File: src/rtl/smx_pkg.sv
// ----------------------------------------------------------------------------
// smx_pkg
// Shared types and defaults for the stack machine execute unit.
// ----------------------------------------------------------------------------
package smx_pkg;

	localparam int unsigned STACK_DEPTH_DEF  = 64;
	localparam int unsigned RETURN_DEPTH_DEF = 16;
	localparam int unsigned REG_COUNT_DEF    = 4;
	localparam int unsigned MEM_WORDS_DEF    = 1024;

	typedef enum logic [3:0] {
		OP_PUSH  = 4'd0,
		OP_OUT   = 4'd1,
		OP_ADD   = 4'd2,
		OP_SUB   = 4'd3,
		OP_MUL   = 4'd4,
		OP_DIV   = 4'd5,
		OP_SQRT  = 4'd6,
		OP_PUSHR = 4'd7,
		OP_POPR  = 4'd8,
		OP_JMP   = 4'd9,
		OP_JCOND = 4'd10,
		OP_CALL  = 4'd11,
		OP_RET   = 4'd12,
		OP_PUSHM = 4'd13,
		OP_POPM  = 4'd14
	} op_t;

	typedef enum logic [3:0] {
		ERR_OK      = 4'd0,
		ERR_UNDER   = 4'd1,
		ERR_OVER    = 4'd2,
		ERR_DIVZ    = 4'd3,
		ERR_SQRTNEG = 4'd4,
		ERR_BADREG  = 4'd5,
		ERR_SEG     = 4'd6,
		ERR_RUNDER  = 4'd7,
		ERR_ROVER   = 4'd8
	} err_t;

	typedef enum logic [2:0] {
		CND_GT = 3'd0,
		CND_GE = 3'd1,
		CND_LT = 3'd2,
		CND_LE = 3'd3,
		CND_EQ = 3'd4,
		CND_NE = 3'd5
	} cond_t;

	typedef enum logic [1:0] {
		AU_MUL  = 2'd0,
		AU_DIV  = 2'd1,
		AU_SQRT = 2'd2
	} au_op_t;

	// controller -> datapath
	typedef struct packed {
		logic clr;
		logic ld;
		logic rd_a;
		logic rd_b;
		logic rd_m;
		logic start;
		logic commit;
	} smx_ctl_t;

	// datapath -> controller
	typedef struct packed {
		logic clr_last;
		logic need_unit;
		logic unit_done;
		logic fault;
	} smx_sts_t;

endpackage

File: src/rtl/smx_ctrl.sv
// ----------------------------------------------------------------------------
// smx_ctrl
// Sequencer: RAM clearing pass, operand reads, arithmetic wait, commit.
// ----------------------------------------------------------------------------
module smx_ctrl (
	input  logic              clk,
	input  logic              arst_n,
	input  logic              req_valid,
	output logic              req_ready,
	output logic              rsp_valid,
	input  logic              rsp_ready,
	input  smx_pkg::smx_sts_t sts,
	output smx_pkg::smx_ctl_t ctl
);

	typedef enum logic [7:0] {
		S_CLEAR = 8'b0000_0001,
		S_IDLE  = 8'b0000_0010,
		S_RD_A  = 8'b0000_0100,
		S_RD_B  = 8'b0000_1000,
		S_RD_M  = 8'b0001_0000,
		S_EXEC  = 8'b0010_0000,
		S_ITER  = 8'b0100_0000,
		S_WRITE = 8'b1000_0000
	} state_t;

	state_t state_q, state_nx;
	logic   o_vld_q;

	always_comb begin
		state_nx = state_q;
		ctl      = '0;
		case (state_q)
			S_CLEAR: begin
				ctl.clr = 1'b1;
				if (sts.clr_last) state_nx = S_IDLE;
			end
			S_IDLE: begin
				if (req_valid) begin
					ctl.ld   = 1'b1;
					state_nx = S_RD_A;
				end
			end
			S_RD_A: begin
				ctl.rd_a = 1'b1;
				state_nx = S_RD_B;
			end
			S_RD_B: begin
				ctl.rd_b = 1'b1;
				state_nx = S_RD_M;
			end
			S_RD_M: begin
				ctl.rd_m = 1'b1;
				state_nx = S_EXEC;
			end
			S_EXEC: begin
				if (sts.need_unit) begin
					ctl.start = 1'b1;
					state_nx  = S_ITER;
				end else begin
					state_nx = S_WRITE;
				end
			end
			S_ITER: begin
				if (sts.unit_done) state_nx = S_WRITE;
			end
			S_WRITE: begin
				// result register must be free or draining this cycle
				if (!o_vld_q || rsp_ready) begin
					ctl.commit = 1'b1;
					state_nx   = S_IDLE;
				end
			end
			default: state_nx = S_IDLE;
		endcase
	end

	always_ff @(posedge clk or negedge arst_n) begin
		if (!arst_n) begin
			state_q <= S_CLEAR;
			o_vld_q <= 1'b0;
		end else begin
			state_q <= state_nx;
			if (ctl.commit)
				o_vld_q <= 1'b1;
			else if (rsp_ready)
				o_vld_q <= 1'b0;
		end
	end

	assign req_ready = (state_q == S_IDLE);
	assign rsp_valid = o_vld_q;

endmodule

File: config.mk
export PLATFORM = sky130hd
export DESIGN_NAME = smx_ctrl
export DESIGN_NICKNAME = d
export VERILOG_FILES = /design/src/rtl/smx_pkg.sv /design/src/rtl/smx_ctrl.sv
export SDC_FILE = /design/constraint.sdc
export NUM_CORES = 1
export LEC_CHECK = 0
export BUFFER_PORTS_ARGS = -buffer_cell sky130_fd_sc_hd__buf_2
export CORE_MARGIN = 5
export CORE_UTILIZATION = 49
export CTS_CLUSTER_DIAMETER = 100
export DETAILED_ROUTE_END_ITERATION = 8
export PLACE_DENSITY_LB_ADDON = 0.1
export SLEW_MARGIN = 25
export SYNTH_ARGS = -nofsm -noshare
export SYNTH_HDL_FRONTEND = slang
export SYNTH_SLANG_ARGS = --single-unit
export TNS_END_PERCENT = 10
File: constraint.sdc
create_clock -name clk -period 2.1 [get_ports clk]
set_input_delay 0.42 -clock clk [delete_from_list [all_inputs] [get_ports clk]]
set_output_delay 0.42 -clock clk [all_outputs]
set_load 0.005 [all_outputs]
-- After elaboration in Yosys (flattened, before gate mapping)
Index checks and enable logic that the tools add are counted.
W data, S select, Z words.
- flip-flop bits (word level): 9
- bits of input ports: 8
- output and inout port bits: 9
- word-level logic and storage cells: 36
- equal/unequal tests: 12
- mux-type cells: 18
- reductions and logical operators: 4
- operator list (cell ; count):
    $pmux W8 S8 ; 1
    $mux W8 ; 5
    $mux W1 ; 12
    $eq A8 B1 Y1 const B ; 1
    $eq A8 B2 Y1 const B ; 1
    $eq A8 B3 Y1 const B ; 1
    $eq A8 B4 Y1 const B ; 1
    $eq A8 B5 Y1 const B ; 1
    $eq A8 B6 Y1 const B ; 1
    $eq A8 B7 Y1 const B ; 1
    $eq A8 B8 Y1 const B ; 1
    $ne A2 B2 Y1 const B ; 4
    $reduce_and A4 Y1 ; 1
    $reduce_bool A2 Y1 ; 1
    $logic_not A1 Y1 ; 1
    $logic_or A1 B1 Y1 ; 1

-- Longest topological paths before layout
- depth after elaboration: 5
- gate-level depth with buffers: 6
- depth with buffers taken out: 4

-- Worst setup path after synthesis
No wires, ideal clock.
- path type: register -> output
- start: reg state_q[6]
- end: out ctl[3] (netlist name)
- arrival time: 1.546 ns
- data required time: 1.680 ns
- path slack: 0.134 ns
- stages on the path, launching flop included: 6
- buffers on the path: 2
- path through: dfrtp_1 buf_4 or2_1 or4_1 buf_4 nor4b_2
- RTL lines (item ; RTL line ; source):
    start: declaration ; smx_ctrl.sv:27 ; state_t state_q, state_nx;
    start signal: assignment ; smx_ctrl.sv:83 ; state_q <= state_nx;
    end: declaration ; smx_ctrl.sv:13 ; output smx_pkg::smx_ctl_t ctl

==> summary.md <==
| Metric | Value |
|---|---|
| RSZ-0062 raised after global routing | `yes` |
| I/O Buffers | `15` |
| Max FO, Critical Path | `8` |
| Hold path depth | `2` |
| Power per Cell Area | `1010 mW/mm^2` |
| Final worst-path cycle share | `107%` |
| Synthesized area | `637 sq um` |
| PnR worst setup slack | `-155 ps` |
| CP bufs+invs | `2` |
| FF-to-FF path depth | `5` |
| Mean Syn Cell Area | `10.4 sq um` |
| Dpl hpwl | `987 um` |
| Via density per instance | `5.36` |
| WHS | `305 ps` |
| Final setup vio count | `6` |
| Max-slew violation count | `0` |
| Static leakage | `0.375 nW` |
| Die area | `0.00212 sq mm` |
| Initial antenna violation count | `0` |
| CTS Buf Count | `3` |
| Netlist cell types | `29` |
| Maximum clock rate | `443 MHz` |
| Syn Nets | `69` |
| Slowest stage cell, crit path | `or4_4` |
| Worst slew margin | `82.3%` |
| Grt ovf | `0` |
| Number of DRC markers in iteration 0 | `4` |
| Worst Setup Start Kind | `flip-flop` |
| Reg-to-reg slack, setup | `440 ps` |
| Largest net degree at the start of global routing | `10` |
| CTS H-tree lvls | `1` |
| Placeable Area | `0.00127 sq mm` |
| Nets | `93` |
| Ant. Diodes | `0` |
| FF-to-FF End | `state_q[3]` |
| Clock tree buffer depth | `2` |
| Hold Path Origin | `sts[3]` |
| Status | `finished with violations` |
| I/O Pins | `17` |
| DR WL/cell | `13.4 um` |
| Clock sinks | `9` |
| Mapped Cells | `61` |
| Biggest cell delay along the critical path | `420 ps` |
| Crit-path cells | `or2_1 -> or4_4 -> buf_6 -> nor4b_2 -> buf_2` |
| Violated checks | `negative setup slack` |
| Slew @ Worst Pin | `264 ps` |
| Worst Hold Class | `in2reg` |
| Drt first pass iters | `3` |
| Vias | `531` |
| First-pass GRT wire length | `2240 um` |
| Required time of the critical path | `1680 ps` |
| Worst Path Arrival | `1840 ps` |
| Initial Utilization | `50.2%` |
| Hold worst-path end | `state_q[0]` |
| Final hold vios | `0` |
| Routed WL | `1330 um` |
| Yosys warning total | `0` |
| Setup crit end kind | `output pin` |
| Skew final | `3.87 ps` |
| Die Ht | `46.1 um` |
| Fraction of layout cells with a size suffix above 1 | `51.2%` |
| Vias in the first global route | `506` |
| Die Span X | `46.1 um` |
| Clock Tree Root | `clkbuf_4` |
| Sequential share of the synthesized area | `35.6%` |
| Max VDD drop | `825 uV` |
| Placer Congestion | `0.759` |
| Area growth syn-to-layout | `30.1%` |
| Worst skew pair latency | `250 ps` |
| CTS tree | `done` |
| Crit path time final | `2260 ps` |
| Gr usage total | `14.8%` |
| Final ANT Viol Nets | `0` |
| Final core utilization | `65.3%` |
| Setup CP Type | `reg2out` |
| Delay-heaviest family, CP | `simple AND/OR/NAND/NOR gates` |
| Clock Pin Slew Worst Setup and Hold Paths | `60 ps` |
| Row count | `13` |
| Number of max-cap violations | `0` |
| Fillers | `107` |
| Reg-to-Reg Start | `state_q[6]` |
| #FFs+latches synth | `9` |
| # DRC | `0` |
layout by cell type (no fill, tap or decap), types with 2 or more instances in the layout:
cell       synthesis  final
buf_2              0     15
buf_4              2      9
dfrtp_1            8      8
nor4b_2            6      5
o21ai_0            5      5
inv_1              3      3
clkbuf_4           0      3
or4_4              1      2
nand2_1            2      2
nor3_2             1      2
nor2b_1            2      2
nor2_1             2      2
nor3b_1            2      2
o2bb2ai_1          2      2
xor2_1             2      2
nor3_1             3      2
power by group:
| part | switching, W | internal, W | total, W |
|---|---|---|---|
| Sequential | 0.0000254 | 0.000203 | 0.000229 |
| Clock | 0.0000559 | 0.0000729 | 0.000129 |
| Combinational | 0.000243 | 0.000237 | 0.000480 |
cell type report:
class / count / area, sq um / share of cell area, %
repair buffers: 26 / 164 / 19.8
inverters: 3 / 11.3 / 1.36
well taps: 15 / 18.8 / 2.27
flip-flops and latches: 9 / 226 / 27.3
clock buffers: 4 / 26.3 / 3.17
multi-input cells: 42 / 382 / 46.1
per-layer routing:
metal / vias up / share of wire, % / global-route usage [%]
met4: 0 / 1.1 / 5.11
met3: 2 / 4.3 / 3.91
met5: - / 0 / 0
li1: 270 / - / -
met1: 248 / 47 / 20.4
met2: 11 / 47 / 22.3
state kept, by name, indices dropped and copies added (netlist names):
name	cells
state_q	8
rsp_valid	1
through the flow:
stage	total power, W	cells	TNS [ps]	setup slack, ps	instance area (sq um)
final	0.000838	99	-482	-155	828
after global routing	0.000902	99	-956	-225	828
after CTS	0.000794	98	-593	-161	791
after detailed placement	0.000633	92	0	97.2	734
after global placement	0.000627	92	0	95.8	734
after floorplan	0.000560	61	0	134	637
Yosys cell counts (all sizes together):
cell,count,area [sq um]
or4,2,18.8
xor2,2,17.5
o211ai,1,7.51
dfrtp,8,200
o2bb2ai,2,17.5
nor4,3,18.8
nor4b,6,90.1
and4,1,8.76
nand2b,1,6.26
o21ai,5,25.0
nor3,5,41.3
nand2,2,7.51
nor3b,2,15.0
buf,5,48.8
clkbuf,2,7.51
inv,3,11.3
nor2,2,7.51
nor2b,2,12.5
o22ai,1,6.26
nand4bb,1,11.3
mux2i,1,10.0
or2,2,15.0
a31oi,1,6.26
dfstp,1,26.3
worst max-delay path by stage:
stage	startpoint	endpoint	cells after the start
floorplan	state_q[6]	ctl[3]	5
global placement	state_q[4]	ctl[3]	5
detailed placement	state_q[4]	ctl[3]	5
CTS	state_q[6]	ctl[3]	5
global route	state_q[4]	ctl[3]	5
finish	state_q[6]	ctl[3]	5
cells by family (layout without fill, tap and decap cells):
logic type | count (synthesis) | after routing | synth area share [%]
AND/OR/NAND/NOR | 29 | 29 | 39.7
AO/OA/AOI/OAI | 10 | 10 | 9.82
buffers and inverters | 10 | 33 | 10.6
flip-flops | 9 | 9 | 35.6
XOR/XNOR | 2 | 2 | 2.75
multiplexers | 1 | 1 | 1.57
worst register-to-register path: cells and delay by family, from the launching register on:
family / cells / cell delay [ps]
flip-flops: 1 / 370
buffers and inverters: 2 / 300
AND/OR/NAND/NOR: 3 / 890
what timing repair did:
item / CTS / global route
setup endpoints to repair: 7 / 7
gates resized for setup: 3 / 4
pin swaps: 2 / 0
buffers inserted: 2 / 0
hold buffers: 0 / 1
endpoints found under the hold margin: 0 / 2
Power figures use the tool's default switching activity.
